**config.mk**
```make
export PLATFORM = sky130hd
export DESIGN_NAME = encoder_position_tracker_unit
export DESIGN_NICKNAME = d
export VERILOG_FILES = /design/src/design/ept_pkg.sv /design/src/design/encoder_position_tracker_unit.sv /design/src/design/ept_div.sv
export SDC_FILE = /design/constraint.sdc
export NUM_CORES = 1
export LEC_CHECK = 0
export ABC_AREA = 1
export BUFFER_PORTS_ARGS = -buffer_cell sky130_fd_sc_hd__buf_2
export CAP_MARGIN = 5
export CORE_MARGIN = 1
export CORE_UTILIZATION = 30
export DETAILED_ROUTE_END_ITERATION = 8
export GPL_TIMING_DRIVEN = 0
export PLACE_DENSITY = 0.57
export SLEW_MARGIN = 40
export SYNTH_ARGS = -nofsm -noshare
export SYNTH_HDL_FRONTEND = slang
export SYNTH_SLANG_ARGS = --single-unit
```
**constraint.sdc**
```tcl
create_clock -name clk -period 5.35 [get_ports clk]
set_input_delay 0.535 -clock clk [delete_from_list [all_inputs] [get_ports clk]]
set_output_delay 0.535 -clock clk [all_outputs]
set_load 0.01 [all_outputs]
```
**src/design/ept_pkg.sv**
```systemverilog
`default_nettype none

package ept_pkg;

  // Default width of the internal counts
  localparam int COUNT_WIDTH_DEF = 16;

  // Configuration register widths and reset values
  localparam int CPR_W     = 11;
  localparam int DIVCFG_W  = 5;
  localparam int POS_W     = 10;
  localparam int FIELD_W   = 16;
  localparam int FUNC_W    = 2;
  localparam int ADDR_W    = 2;

  localparam logic [CPR_W-1:0]    CPR_RESET = 11'd24;
  localparam logic [CPR_W-1:0]    CPR_MAX   = 11'd1024;
  localparam logic [DIVCFG_W-1:0] DIV_RESET = 5'd2;

  // Register indexes on the configuration port
  localparam logic [ADDR_W-1:0] REG_CPR = 2'd0;
  localparam logic [ADDR_W-1:0] REG_DIV = 2'd1;
  localparam logic [ADDR_W-1:0] REG_REV = 2'd2;

  // Function selector codes (code 3 behaves as a plain reading)
  localparam logic [FUNC_W-1:0] FUNC_READ  = 2'd0;
  localparam logic [FUNC_W-1:0] FUNC_QUERY = 2'd1;
  localparam logic [FUNC_W-1:0] FUNC_ZERO  = 2'd2;

  // Handshake between the sequencer and the shared divider
  typedef struct packed {
    logic busy;
    logic done;
  } div_stat_t;

endpackage

`default_nettype wire

```
**src/design/encoder_position_tracker_unit.sv**
```systemverilog
`default_nettype none

// Rotary encoder position tracker. Each input word carries a raw signed counter
// reading (tdata) and a function code (tuser: 0 reading, 1 reading plus delta
// query, 2 clear all tracking state, 3 same as 0). The reading is divided by
// count_divider (toward zero), differenced against the previous scaled reading,
// optionally negated, and accumulated; position within a revolution and turns
// follow by floored division by counts_per_rev. Both divisions run on one
// shared radix-4 divider of width DW, the even value of max(COUNT_WIDTH,11)+1
// and at least 16 (18 at COUNT_WIDTH 16). A reading passes through the
// first division, the second division and the finish state; its result is
// registered on leaving the finish state, and the next word can be taken in
// the same cycle that the result shows. A clear goes straight to the finish state.
// One word is in flight at a time; a new word is taken while the last result
// waits on the output, and a result still waiting when the next one is ready
// stalls the block. Configuration writes must happen while idle.
module encoder_position_tracker_unit #(
  parameter int COUNT_WIDTH = ept_pkg::COUNT_WIDTH_DEF
) (
  input  wire logic                             clk,
  input  wire logic                             rst_n,
  // input words
  input  wire logic                             in_tvalid,
  output logic                                  in_tready,
  input  wire logic [15:0]                      in_tdata,  // [15:0] raw_reading
  input  wire logic [ept_pkg::FUNC_W-1:0]       in_tuser,  // [1:0] func
  // result words
  output logic                                  out_tvalid,
  input  wire logic                             out_tready,
  // [15:0] total_count, [25:16] rev_position, [41:26] turns, [57:42] change
  output logic [63:0]                           out_tdata,
  // configuration writes
  input  wire logic                             cfg_we,
  input  wire logic [ept_pkg::ADDR_W-1:0]       cfg_addr,
  input  wire logic [ept_pkg::CPR_W-1:0]        cfg_wdata
);

  localparam int CW  = COUNT_WIDTH;
  localparam int SW  = ((CW > 11) ? CW : 11) + 1;
  localparam int DWR = (SW > 16) ? SW : 16;
  localparam int DW  = DWR + (DWR % 2);
  localparam int PW  = ept_pkg::POS_W;
  localparam int FW  = ept_pkg::FIELD_W;
  localparam int RW  = ept_pkg::CPR_W;

  localparam logic [1:0] ST_IDLE = 2'd0;
  localparam logic [1:0] ST_DIV1 = 2'd1;
  localparam logic [1:0] ST_DIV2 = 2'd2;
  localparam logic [1:0] ST_FIN  = 2'd3;

  logic [1:0] state_r, state_nxt;

  // configuration
  logic [RW-1:0]                   cpr_r;
  logic [ept_pkg::DIVCFG_W-1:0]    divcfg_r;
  logic                            rev_r;

  // tracking state
  logic signed [CW-1:0] last_scaled_r;
  logic signed [CW-1:0] running_count_r;
  logic [PW-1:0]        position_r;
  logic signed [CW-1:0] turn_count_r;
  logic signed [CW-1:0] delta_base_r;

  // per-word context
  logic [ept_pkg::FUNC_W-1:0] func_r;
  logic                       raw_neg_r;
  logic                       s_neg_r;
  logic signed [CW-1:0]       change_r;

  // output register
  logic          out_valid_r;
  logic [63:0]   out_data_r;

  // divider hookup
  logic              div_start;
  logic [DW-1:0]     div_dividend;
  logic [RW-1:0]     div_divisor;
  ept_pkg::div_stat_t div_stat;
  logic [DW-1:0]     div_quot;
  logic [RW-1:0]     div_rem;

  logic          accept;
  logic [RW-1:0] cpr_eff;
  logic [RW-1:0] div_eff;
  logic [15:0]   raw_mag;

  logic [DW-1:0]        scaled_v;
  logic signed [CW-1:0] d_v;
  logic signed [CW-1:0] rc_v;
  logic signed [SW-1:0] s_v;
  logic [SW-1:0]        s_mag;
  logic [DW-1:0]        q_v;
  logic [RW-1:0]        r_v;

  assign in_tready = (state_r == ST_IDLE);
  assign accept    = in_tvalid && in_tready;

  // Clamp the configuration into its usable range
  always_comb begin
    if (cpr_r == '0) begin
      cpr_eff = RW'(1);
    end else if (cpr_r > ept_pkg::CPR_MAX) begin
      cpr_eff = ept_pkg::CPR_MAX;
    end else begin
      cpr_eff = cpr_r;
    end
    div_eff = (divcfg_r == '0) ? RW'(1) : RW'(divcfg_r);
  end

  assign raw_mag = in_tdata[15] ? (16'd0 - in_tdata) : in_tdata;

  // After the first division: scale, difference, accumulate, fold operand
  always_comb begin
    scaled_v = raw_neg_r ? (DW'(0) - div_quot) : div_quot;
    d_v      = scaled_v[CW-1:0] - last_scaled_r;
    if (rev_r) begin
      d_v = -d_v;
    end
    rc_v  = running_count_r + d_v;
    s_v   = SW'(d_v) + SW'(position_r);
    s_mag = s_v[SW-1] ? (SW'(0) - s_v) : s_v;
  end

  // After the second division: floored quotient and remainder
  always_comb begin
    if (!s_neg_r) begin
      q_v = div_quot;
      r_v = div_rem;
    end else if (div_rem == '0) begin
      q_v = DW'(0) - div_quot;
      r_v = '0;
    end else begin
      q_v = ~div_quot;
      r_v = cpr_eff - div_rem;
    end
  end

  // Divider operand selection
  always_comb begin
    div_start    = 1'b0;
    div_dividend = DW'(raw_mag);
    div_divisor  = div_eff;
    if (state_r == ST_IDLE) begin
      div_start = accept && (in_tuser != ept_pkg::FUNC_ZERO);
    end else begin
      div_start    = (state_r == ST_DIV1) && div_stat.done;
      div_dividend = DW'(s_mag);
      div_divisor  = cpr_eff;
    end
  end

  ept_div #(
    .WIDTH (DW)
  ) u_div (
    .clk      (clk),
    .rst_n    (rst_n),
    .start    (div_start),
    .dividend (div_dividend),
    .divisor  (div_divisor),
    .stat     (div_stat),
    .quot     (div_quot),
    .rem      (div_rem)
  );

  // Sequencer
  always_comb begin
    state_nxt = state_r;
    unique case (state_r)
      ST_IDLE: begin
        if (accept) begin
          state_nxt = (in_tuser == ept_pkg::FUNC_ZERO) ? ST_FIN : ST_DIV1;
        end
      end
      ST_DIV1: begin
        if (div_stat.done) begin
          state_nxt = ST_DIV2;
        end
      end
      ST_DIV2: begin
        if (div_stat.done) begin
          state_nxt = ST_FIN;
        end
      end
      ST_FIN: begin
        if (!out_valid_r || out_tready) begin
          state_nxt = ST_IDLE;
        end
      end
      default: state_nxt = ST_IDLE;
    endcase
  end

  // Configuration registers
  always_ff @(posedge clk) begin
    if (!rst_n) begin
      cpr_r    <= ept_pkg::CPR_RESET;
      divcfg_r <= ept_pkg::DIV_RESET;
      rev_r    <= 1'b0;
    end else if (cfg_we) begin
      unique case (cfg_addr)
        ept_pkg::REG_CPR: cpr_r    <= cfg_wdata;
        ept_pkg::REG_DIV: divcfg_r <= cfg_wdata[ept_pkg::DIVCFG_W-1:0];
        ept_pkg::REG_REV: rev_r    <= cfg_wdata[0];
        default: ;
      endcase
    end
  end

  // Tracking state and per-word context
  always_ff @(posedge clk) begin
    if (!rst_n) begin
      state_r         <= ST_IDLE;
      last_scaled_r   <= '0;
      running_count_r <= '0;
      position_r      <= '0;
      turn_count_r    <= '0;
      delta_base_r    <= '0;
      change_r        <= '0;
    end else begin
      state_r <= state_nxt;
      if (accept) begin
        func_r    <= in_tuser;
        raw_neg_r <= in_tdata[15];
        if (in_tuser == ept_pkg::FUNC_ZERO) begin
          last_scaled_r   <= '0;
          running_count_r <= '0;
          position_r      <= '0;
          turn_count_r    <= '0;
          delta_base_r    <= '0;
          change_r        <= '0;
        end
      end
      if (state_r == ST_DIV1 && div_stat.done) begin
        last_scaled_r   <= scaled_v[CW-1:0];
        running_count_r <= rc_v;
        s_neg_r         <= s_v[SW-1];
        if (func_r == ept_pkg::FUNC_QUERY) begin
          change_r     <= rc_v - delta_base_r;
          delta_base_r <= rc_v;
        end else begin
          change_r <= '0;
        end
      end
      if (state_r == ST_DIV2 && div_stat.done) begin
        position_r   <= r_v[PW-1:0];
        turn_count_r <= turn_count_r + signed'(q_v[CW-1:0]);
      end
    end
  end

  // Output register
  always_ff @(posedge clk) begin
    if (!rst_n) begin
      out_valid_r <= 1'b0;
    end else if (state_r == ST_FIN && (!out_valid_r || out_tready)) begin
      out_valid_r <= 1'b1;
      out_data_r  <= {6'd0, FW'(change_r), FW'(turn_count_r), position_r,
                      FW'(running_count_r)};
    end else if (out_tready) begin
      out_valid_r <= 1'b0;
    end
  end

  assign out_tvalid = out_valid_r;
  assign out_tdata  = out_data_r;

  // A delivered position always lies inside the current revolution
  a_pos_in_rev: assert property (@(posedge clk) disable iff (!rst_n)
    out_valid_r |-> (RW'(out_data_r[25:16]) < cpr_eff))
    else $error("rev_position outside revolution");

  // A clear request wipes the accumulated counts at once
  a_zero_clears: assert property (@(posedge clk) disable iff (!rst_n)
    (accept && in_tuser == ept_pkg::FUNC_ZERO) |=>
      (running_count_r == '0 && turn_count_r == '0 && position_r == '0))
    else $error("clear request left state behind");

endmodule

`default_nettype wire

```
**src/design/ept_div.sv**
```systemverilog
`default_nettype none

// Unsigned restoring divider, two quotient bits per cycle.
// Divisor is at most 1024 and never zero.
module ept_div #(
  parameter int WIDTH = 18
) (
  input  wire logic                         clk,
  input  wire logic                         rst_n,
  input  wire logic                         start,
  input  wire logic [WIDTH-1:0]             dividend,
  input  wire logic [ept_pkg::CPR_W-1:0]    divisor,
  output ept_pkg::div_stat_t                stat,
  output logic      [WIDTH-1:0]             quot,
  output logic      [ept_pkg::CPR_W-1:0]    rem
);

  localparam int HALF  = WIDTH / 2;
  localparam int CNT_W = $clog2(HALF + 1);
  localparam int RW    = ept_pkg::CPR_W;

  logic [WIDTH-1:0] acc_r;
  logic [RW-1:0]    rem_r;
  logic [RW-1:0]    dvs_r;
  logic [CNT_W-1:0] cnt_r;
  logic             busy_r;
  logic             done_r;

  logic [WIDTH-1:0] acc_nxt;
  logic [RW-1:0]    rem_nxt;

  // Two restoring steps per cycle
  always_comb begin
    logic [RW:0] t;
    acc_nxt = acc_r;
    rem_nxt = rem_r;
    for (int k = 0; k < 2; k++) begin
      t = {rem_nxt, acc_nxt[WIDTH-1]};
      acc_nxt = {acc_nxt[WIDTH-2:0], 1'b0};
      if (t >= {1'b0, dvs_r}) begin
        t = t - {1'b0, dvs_r};
        acc_nxt[0] = 1'b1;
      end
      rem_nxt = t[RW-1:0];
    end
  end

  always_ff @(posedge clk) begin
    if (!rst_n) begin
      busy_r <= 1'b0;
      done_r <= 1'b0;
      cnt_r  <= '0;
    end else if (start) begin
      acc_r  <= dividend;
      rem_r  <= '0;
      dvs_r  <= divisor;
      cnt_r  <= CNT_W'(HALF);
      busy_r <= 1'b1;
      done_r <= 1'b0;
    end else if (busy_r) begin
      acc_r <= acc_nxt;
      rem_r <= rem_nxt;
      cnt_r <= cnt_r - 1'b1;
      if (cnt_r == CNT_W'(1)) begin
        busy_r <= 1'b0;
        done_r <= 1'b1;
      end
    end else begin
      done_r <= 1'b0;
    end
  end

  assign stat.busy = busy_r;
  assign stat.done = done_r;
  assign quot      = acc_r;
  assign rem       = rem_r;

  // Remainder is always reduced when the quotient is handed back
  a_rem_reduced: assert property (@(posedge clk) disable iff (!rst_n)
    done_r |-> (rem_r < dvs_r))
    else $error("divider remainder not below divisor");

  // The sequencer never restarts a division in flight
  a_no_restart: assert property (@(posedge clk) disable iff (!rst_n)
    start |-> !busy_r)
    else $error("divider started while busy");

endmodule

`default_nettype wire
```
# Yosys cells after proc, flatten, opt, wreduce, memory -nomap -nowiden
# Index checks and enable logic that the tools add are counted.
dict set report totals {
  romBits 0
  memories 0
  mem_bits_rw 0
  latchBits 0
  word_cells 133
  out_inout_bits 66
  inputBits 36
  register_bits 218
}
dict set report op_classes {
  reduce_logical 31
  n_eq_ne 13
  n_bitwise 3
  shift 0
  n_mux 48
  n_addsub 13
  order_cmp 3
  n_div 0
  mul 0
}
# op count
set op_table {}
lappend op_table {{2-to-1 mux 16 bit} 16}
lappend op_table {{2-to-1 mux 11 bit} 6}
lappend op_table {{2-to-1 mux 10 bit} 5}
lappend op_table {{2-to-1 mux 18 bit} 2}
lappend op_table {{2-to-1 mux 17 bit} 2}
lappend op_table {{adder 16 bit} 2}
lappend op_table {{subtractor 1 x 16 -> 16 bit, first input constant} 2}
lappend op_table {{subtractor 16 bit} 2}
lappend op_table {{>= comparator 12 x 11 -> 1 bit} 2}
lappend op_table {{logical NOT 11 bit} 2}
lappend op_table {{subtractor 11 bit} 2}
lappend op_table {{AND reduction 2 bit} 10}
lappend op_table {{adder 16 x 11 -> 17 bit} 1}
lappend op_table {{subtractor 1 x 17 -> 17 bit, first input constant} 1}
lappend op_table {{negator 16 bit} 1}
lappend op_table {{NOT 16 bit} 1}
lappend op_table {{nonzero test 2 bit} 6}
lappend op_table {{> comparator 11 bit, second input constant} 1}
lappend op_table {{2-to-1 mux 2 bit} 5}
lappend op_table {{subtractor 10 bit} 1}
lappend op_table {{equality test 2 bit, second input constant} 4}
lappend op_table {{2-to-1 mux 1 bit} 8}
lappend op_table {{2-to-1 mux 4 bit} 2}
lappend op_table {{!= test 2 x 1 -> 1 bit, second input constant} 4}
lappend op_table {{other kinds (15)} 23}

# Logic depth before layout (Yosys ltp)
# Gate-level depths: netlist (run 1).
dict set report logic_depth {
  word_depth 10
  depth_mapped 39
  depth_no_buf 39
}

# By module
# From an unflattened synthesis (run 1), not the netlist that was laid out.
dict set report unflattened {
  cells_unflattened 2112
  hier_area_um2 15532.4
}
# module seq_area_each_um2 cells_per_inst area_per_inst_um2 n_inst
set by_module_without_submodules {}
lappend by_module_without_submodules {encoder_position_tracker_unit 4063.9 1691 12172.9 1}
lappend by_module_without_submodules {ept_div 1321.3 421 3359.5 1}

# Least setup slack after synthesis (run 1)
# Ideal clock, no wire load.
dict set report synth_timing {
  kind {in2reg}
  from {in rst_n}
  to {reg out_data_r[0] (netlist: out_tdata[0]), enable pin}
  path_stages 4
  t_arrival_ps 5017
  setup_ps 545
  t_required_ps 4805
  path_slack_ps -212
  cell_sequence {inv_1 > clkbuf_1 > clkbuf_1 > nor3_1}
}
dict set report synth_between {
  elab_chain_len 1
}
# element line
set synth_lines {}
lappend synth_lines {{from (decl)} encoder_position_tracker_unit.sv:21} ;# input wire logic rst_n,
lappend synth_lines {{AND reduction 2 bit (no line)} -}
lappend synth_lines {{to (signal assigned)} encoder_position_tracker_unit.sv:258} ;# out_data_r <= {6'd0, FW'(change_r), FW'(turn_count_r), position_r,
lappend synth_lines {{to (decl)} encoder_position_tracker_unit.sv:73} ;# logic [63:0] out_data_r;
# Every way passes these cells.
# A chain may end at the register's enable or synchronous reset.

# Worst setup path after layout (run 1)
dict set report layout_timing {
  from {reg u_div.acc_r[1] (netlist: u_div.quot[1])}
  to {reg change_r[15]}
}
dict set report layout_between {
  elab_chain_len 9
}
# element line
set layout_lines {}
lappend layout_lines {{from (decl)} ept_div.sv:22} ;# logic [WIDTH-1:0] acc_r;
lappend layout_lines {{from (signal assigned)} ept_div.sv:54} ;# acc_r <= dividend;
lappend layout_lines {{from (signal assigned)} ept_div.sv:61} ;# acc_r <= acc_nxt;
lappend layout_lines {{subtractor 1 x 16 -> 16 bit} encoder_position_tracker_unit.sv:115} ;# scaled_v = raw_neg_r ? (DW'(0) - div_quot) : div_quot;
lappend layout_lines {{2-to-1 mux 16 bit *} encoder_position_tracker_unit.sv:115}
lappend layout_lines {{subtractor 16 bit *} encoder_position_tracker_unit.sv:116} ;# d_v = scaled_v[CW-1:0] - last_scaled_r;
lappend layout_lines {{negator 16 bit} encoder_position_tracker_unit.sv:118} ;# d_v = -d_v;
lappend layout_lines {{2-to-1 mux 16 bit *} encoder_position_tracker_unit.sv:117} ;# if (rev_r) begin
lappend layout_lines {{adder 16 bit *} encoder_position_tracker_unit.sv:120} ;# rc_v = running_count_r + d_v;
lappend layout_lines {{subtractor 16 bit *} encoder_position_tracker_unit.sv:239} ;# change_r <= rc_v - delta_base_r;
lappend layout_lines {{2-to-1 mux 16 bit *} encoder_position_tracker_unit.sv:238} ;# if (func_r == ept_pkg::FUNC_QUERY) begin
lappend layout_lines {{2-to-1 mux 16 bit *} encoder_position_tracker_unit.sv:234} ;# if (state_r == ST_DIV1 && div_stat.done) begin
lappend layout_lines {{to (signal assigned)} encoder_position_tracker_unit.sv:239}
lappend layout_lines {{to (decl)} encoder_position_tracker_unit.sv:69} ;# logic signed [CW-1:0] change_r;
# Mark *: on every way between the ends. The rest lies on a longest branch, timed or not.

==> key figures, run 1 <==
Timing
  • Skew final: 33.24 ps
  • Final Critical Period: 5424 ps
  • Post-route clock period utilization: 101.4%
  • Relative slew slack: 43.88%
  • Max frequency: 184.4 MHz
  • Unrepaired setup endpoints after global routing: true
  • Worst setup slack after layout: -73.99 ps
  • Final Hold Viols: 0
  • Fin. max-slew vios: 0
  • Final-report setup violation count: 1
  • Worst slew pin tran: 838.7 ps

Clocking
  • Total CTS buffers: 27
  • Clock slew at reported path FFs: 60 ps
  • Htree depth: 1
  • CTS Buffer Depth: 3
  • Clock root cell: clkbuf_16
  • CTS sink cnt: 218
  • Hold buffer count at CTS: 0
  • Clk_lat worst skew: 570 ps
  • CTS tree: yes

Outcome
  • Failing checks: negative setup slack
  • Status: finished with violations

Synth
  • Yosys top cell by area: edfxtp_1
  • Top FF cell, synth: dfxtp_1
  • Syn avg cell area: 7.407 um^2
  • Yosys reg bits: between 200 and 250
  • Yosys warning count: 0
  • Leading cell types by total area after synthesis: edfxtp_1 21%, dfxtp_1 16%, nand2_1 11%
  • Syn Inst Count: 2007
  • EDFF count, synth: slightly above 100
  • Post-synth cell types: 57
  • Sequential fraction of the synthesis area: between 30% and 40%
  • Top-area cell type share of the netlist area: 20.60%
  • Mapped cell area: 14870 um^2
  • Ys async rst share: 0%

Floorplanning
  • Die H: 224.6 um
  • FP Rows: slightly above 80
  • Ports: 102
  • Core region area: 48950 um^2
  • Die Area: 50450 um^2
  • Starting Density: 30.37%
  • Die X: 224.6 um

Route
  • First-pass DRT Iterations: 5
  • Residual DRC: 0
  • DR iter-0 viols: 925
  • Vias per cell: 4.862
  • Detailed-route wire length per cell: 16.04 um
  • Via count: roughly 14000
  • Post-Route WL: roughly 47000 um
  • Final ANT Viol Nets: 0

Place
  • I/O Buffers: 95
  • Final GP Congestion: 0.9471
  • Final HPWL DP: 36170 um

Setup path
  • CP max stage delay: 420 ps
  • Crit path capture type: flop
  • Critical path class: flop to flop
  • CP max-delay cell: edfxtp_1
  • CP max FO: 6
  • WP data required: ~5800 ps
  • Worst setup SP type: flop
  • CP arrival: 5870 ps

Finish
  • Area of the multi-input gates: 9354 um^2
  • Area Overhead vs Synth: 28.72%
  • Fill cell total of the finished layout: between 5000 and 6000
  • Final core utilization: around 39%
  • Ratio of cells with drive above 1 in the final layout: roughly 22%
  • Final #Nets: 2374
  • Area taken by flip-flops and latches: about 5400 um^2
  • Commonest non-fill, non-tap cells in the layout: 388 x nand2_1, 302 x inv_1, 143 x nor2_1
  • Antenna diodes: 0
  • Commonest non-fill, non-tap cell in the layout: nand2_1

Global route
  • Gr usage total: 18.18%
  • GRT Residual Overflow: 0
  • Initial antenna violation count: 0
  • Largest net degree at the start of global routing: 17
  • Global-route wire length before repair: ~70000 um
  • Vias in the first global route: 13260

Power and ir drop
  • Peak supply drop: 0.2553 mV
  • Power Total: between 10000 and 15000 uW
  • Cell area power density: between 500 and 600 nW/um^2
  • Pleak: 0.008270 uW

Run
  • MaxCap Viol Count: 0

Hold path
  • Hold Crit Class: input pin to flop
[per-layer routing]
metal / global-route usage [%] / wire length (um) / part of all wire, % / vias to the layer above
met5: 0 / 0 / 0 / -
met3: 3.070 / 2867 / 6.2 / 78
li1: - / - / - / 7073
met1: 25.24 / 21880 / 47 / 6578
met4: 6.188 / 1402 / 3.0 / 0
met2: 28.43 / 20390 / 44 / 380
[cell families after synthesis]
| logic type | after synthesis | synth area share [%] |
|---|---|---|
| flops | 218 | 36.22 |
| compound gates | 411 | 15.93 |
| other cells | 1 | 0.02522 |
| xor+xnor | 78 | 4.646 |
| fa+ha+maj | 121 | 10.59 |
| simple gates | 794 | 22.58 |
| buf+inv | 384 | 10.01 |
[cells in the mapped netlist (5+ instances only)]
library cell and n:
inv_2 5, nand3b_1 8, nor3_1 31, inv_1 322, ha_1 113, a211oi_1 15
a21oi_1 155, dfxtp_1 116, o21bai_1 9, nor2_2 5, o22ai_1 14, nand2_1 435
o32ai_1 5, a31oi_1 20, nand4_1 20, nor2_1 162, nand2_2 12, nor4_1 7
o21ai_0 146, edfxtp_1 102, a22oi_2 5, fa_1 8, buf_4 7, nand3_1 96
a22o_1 7, or2_2 7, xor2_1 60, xnor2_1 17, clkbuf_1 37, o31ai_1 5
buf_1 6, o211ai_1 5
[worst max-delay path: cells and delay by family, from the launching register on]
kind                     cells  cell delay, ps
flip-flops                   1             420
AO/OA/AOI/OAI                5             730
XOR/XNOR                     3             680
AND/OR/NAND/NOR             16            1810
adder cells (fa/ha/maj)      4            1070
buffers and inverters        6             560
[final timing paths]
check	from	end	slack [ps]	cells after the start
max	u_div.quot[1]	change_r[15]	-70	34
min	in_tdata[15]	raw_neg_r	170	1
max reg2reg	u_div.quot[1]	change_r[15]	-70	34
min reg2reg	change_r[12]	out_tdata[54]	430	0
[layout make-up]
type	instances	area share, %
buffer	53	1.380
clock buffer	38	4.021
clock inverter	12	0.8303
inverter	330	6.512
multi-input combinational	1410	48.88
sequential	218	28.14
tap	664	4.341
timing repair buffer	177	5.897
[through the flow]
stage	instances	setup slack, ps	hold WS (ps)	area (um^2)	setup TNS (ps)
after floorplan	2012	351.7	408.6	14890	0
after detailed placement	2778	-1555	415.8	16300	-24210
after global placement	2771	-1469	418.8	16200	-57870
after global routing	2902	-299.9	150.6	19140	-1280
after CTS	2862	-40.76	142.1	18130	-40.76
final	2902	-73.99	169.4	19140	-73.99
[where the power goes]
group / switching, uW / leakage, uW / total, uW / internal (uW)
sequential: 124 / 0.00189 / 2130 / 2000
combinational: 3680 / 0.00594 / 6000 / 2310
clock: 743 / 0.000440 / 1900 / 1150
[state kept, by name, indices dropped and copies added (netlist names)]
name and cells:
change_r 16, u_div.done_r 1, running_count_r 16, cpr_r 11, position_r 10, u_div.quot 18, delta_base_r 16, u_div.rem 11
state_r 2, last_scaled_r 16, rev_r 1, func_r 2, u_div.dvs_r 11, s_neg_r 1, u_div.busy_r 1, raw_neg_r 1
u_div.cnt_r 4, out_tdata 58, divcfg_r 5, out_tvalid 1, turn_count_r 16
[what timing repair did]
| item | in CTS | in global routing |
|---|---|---|
| setup buffers | 35 | 40 |
| resized for setup | 116 | 179 |
| endpoints found under the setup margin | 46 | 36 |
| pin swaps | 45 | 77 |
(Power assumes the default switching activity.)
==> run 2, diff against run 1 <==
- GPL_TIMING_DRIVEN: 0 -> not set
- RECOVER_POWER: not set -> 100
- SLEW_MARGIN: 40 -> 25
==> key figures, run 2 (same netlist as run 1, synthesis figures left out) <==
Finish
  • Ratio of cells with drive above 1 in the final layout: 20.77%
  • Commonest non-fill, non-tap cells in the layout: 387 x nand2_1, 304 x inv_1, 151 x buf_4
  • Area Overhead vs Synth: 28.95%
  • Area taken by flip-flops and latches: 5385 um^2
  • Fill cell total of the finished layout: 5036
  • Final core utilization: 39.16%
  • Final #Nets: 2400
  • Max reg flops: 58
  • Commonest non-fill, non-tap cell in the layout: nand2_1
  • Area of the multi-input gates: roughly 9000 um^2

Timing
  • Final Hold Viols: 0
  • Post-route clock period utilization: a little over nine tenths
  • Final Critical Period: ~5200 ps
  • Final-report setup violation count: 0
  • Fin. max-slew vios: between 80 and 90
  • Relative slew slack: -7.277%
  • Skew final: 47.12 ps
  • Worst slew pin tran: roughly 1600 ps
  • Post-Route Setup TNS: 0 ps
  • Max frequency: 190.9 MHz

Power and ir drop
  • Seq pwr share: 20.9%
  • Cell area power density: 531.0 nW/um^2
  • P_int: 5667 uW
  • Peak supply drop: 0.2669 mV
  • Power Total: about 10000 uW
  • Comb power frac: 60.9%
  • Pleak: roughly 0.0083 uW
  • Clk pwr share: a little under a fifth
  • NetSw: about 4500 uW
  • Switching Fraction: 44.33%

Setup path
  • Worst setup SP type: flop
  • CP max FO: 6
  • CP max-delay cell: edfxtp_1
  • Critical path class: flop to flop
  • CP arrival: 5700 ps
  • CP max stage delay: 440 ps
  • Cell mode on critical path: nand2_2
  • Crit path capture type: flop
  • WP data required: a little under 6000 ps

Outcome
  • Status: finished with violations
  • Failing checks: max-capacitance violations, max-slew violations

Hold path
  • Hold Crit Class: input pin to flop

Route
  • Post-Route WL: 45990 um
  • Residual DRC: 0
  • Detailed-route wire length per cell: 15.71 um
  • Vias per cell: 4.815
  • Via count: approximately 14000
  • Final ANT Viol Nets: 0
  • DR iter-0 viols: 950
  • First-pass DRT Iterations: 5

Global route
  • Largest net degree at the start of global routing: 59
  • Initial antenna violation count: 2
  • Global-route wire length before repair: 69520 um
  • Vias in the first global route: between 10000 and 15000
  • GRT Residual Overflow: 0
  • Gr usage total: 17.51%

Floorplanning
  • Die H: about 220 um
  • FP Rows: 81
  • Die X: roughly 220 um
  • Die Area: between 50000 and 60000 um^2
  • Core region area: 48950 um^2
  • Ports: about 100
  • Starting Density: 30.37%

Clocking
  • CTS tree: yes
  • Hold buffer count at CTS: 0
  • Clock root cell: clkbuf_16
  • CTS Buffer Depth: 3
  • Htree depth: 1
  • Total CTS buffers: 26
  • Clock slew at reported path FFs: ~60 ps
  • Clk_lat worst skew: 580 ps
  • CTS sink cnt: roughly 220

Place
  • Final HPWL DP: 35800 um
  • I/O Buffers: 95
  • Final GP Congestion: 0.9091

Run
  • MaxCap Viol Count: 2
## run 2: cell types whose count changed in the layout (fill, tap and decap cells not counted), moves of 4 or more
cell        change
buf_1           -6
buf_4          +70
xor2_1         +10
clkbuf_1       +35
xor2_2          -8
buf_6           -8
o21ai_0         +4
buf_2          -68
clkinvlp_4      -4
## run 2: final timing paths
kind / from / to / slack, ps / cells after the start
max: u_div.quot[1] / change_r[15] / 110 / 38
min: cfg_wdata[9] / cpr_r[9] / 220 / 3
max reg2reg: u_div.quot[1] / change_r[15] / 110 / 38
min reg2reg: change_r[12] / out_tdata[54] / 430 / 0
## run 2: power groups by stage
stage / combinational (uW) / clock [uW] / sequential (uW)
floorplan: 3480 / 0 / 2130
global placement: 5110 / 0 / 2150
detailed placement: 5200 / 0 / 2150
CTS: 5310 / 1890 / 2120
global route: 6840 / 1960 / 2140
finish: 6200 / 1850 / 2130
## run 2: timing repair
item,in CTS,in global routing
hold endpoints to repair,0,0
resized for setup,19,235
setup buffers,6,40
endpoints found under the setup margin,16,39
pin swaps,7,108
## run 2: per-layer routing
metal | track usage (%) | share of wire (%)
met1 | 24.57 | 47
met2 | 27.47 | 44
met3 | 3.044 | 5.9
met4 | 4.894 | 2.7
met5 | 0 | 0.041
## run 2: per-stage QoR
stage          cells  setup slack [ps]  instance area [um^2]  hold WS [ps]
2_1_floorplan   2012             351.7                 14890         408.6
3_3_place_gp    2835            -340.1                 16850         417.4
3_5_place_dp    2835            -395.4                 16850         413.5
4_1_cts         2889             3.249                 17890         178.8
5_1_grt         2927            -207.4                 19170         235.4
6_report        2928             113.0                 19170         221.5
## run 2: cell type report
class | count | share of cell area, %
inverters | 330 | 6.500
repair buffers | 257 | 8.439
diodes | 1 | 0.01305
clock inverters | 9 | 0.4503
multi-input cells | 1410 | 47.83
flip-flops and latches | 218 | 28.09
clock buffers | 39 | 4.340
well taps | 664 | 4.334
## run 2: critical path, delay by kind of cell, from the launching register on
kind | cells | cell delay, ps
AOI/OAI and AO/OA | 7 | 950
DFF | 1 | 440
and+or+nand+nor | 17 | 1400
buffers and inverters | 7 | 840
adders and majority gates | 4 | 990
xor gates and xnor gates | 3 | 520
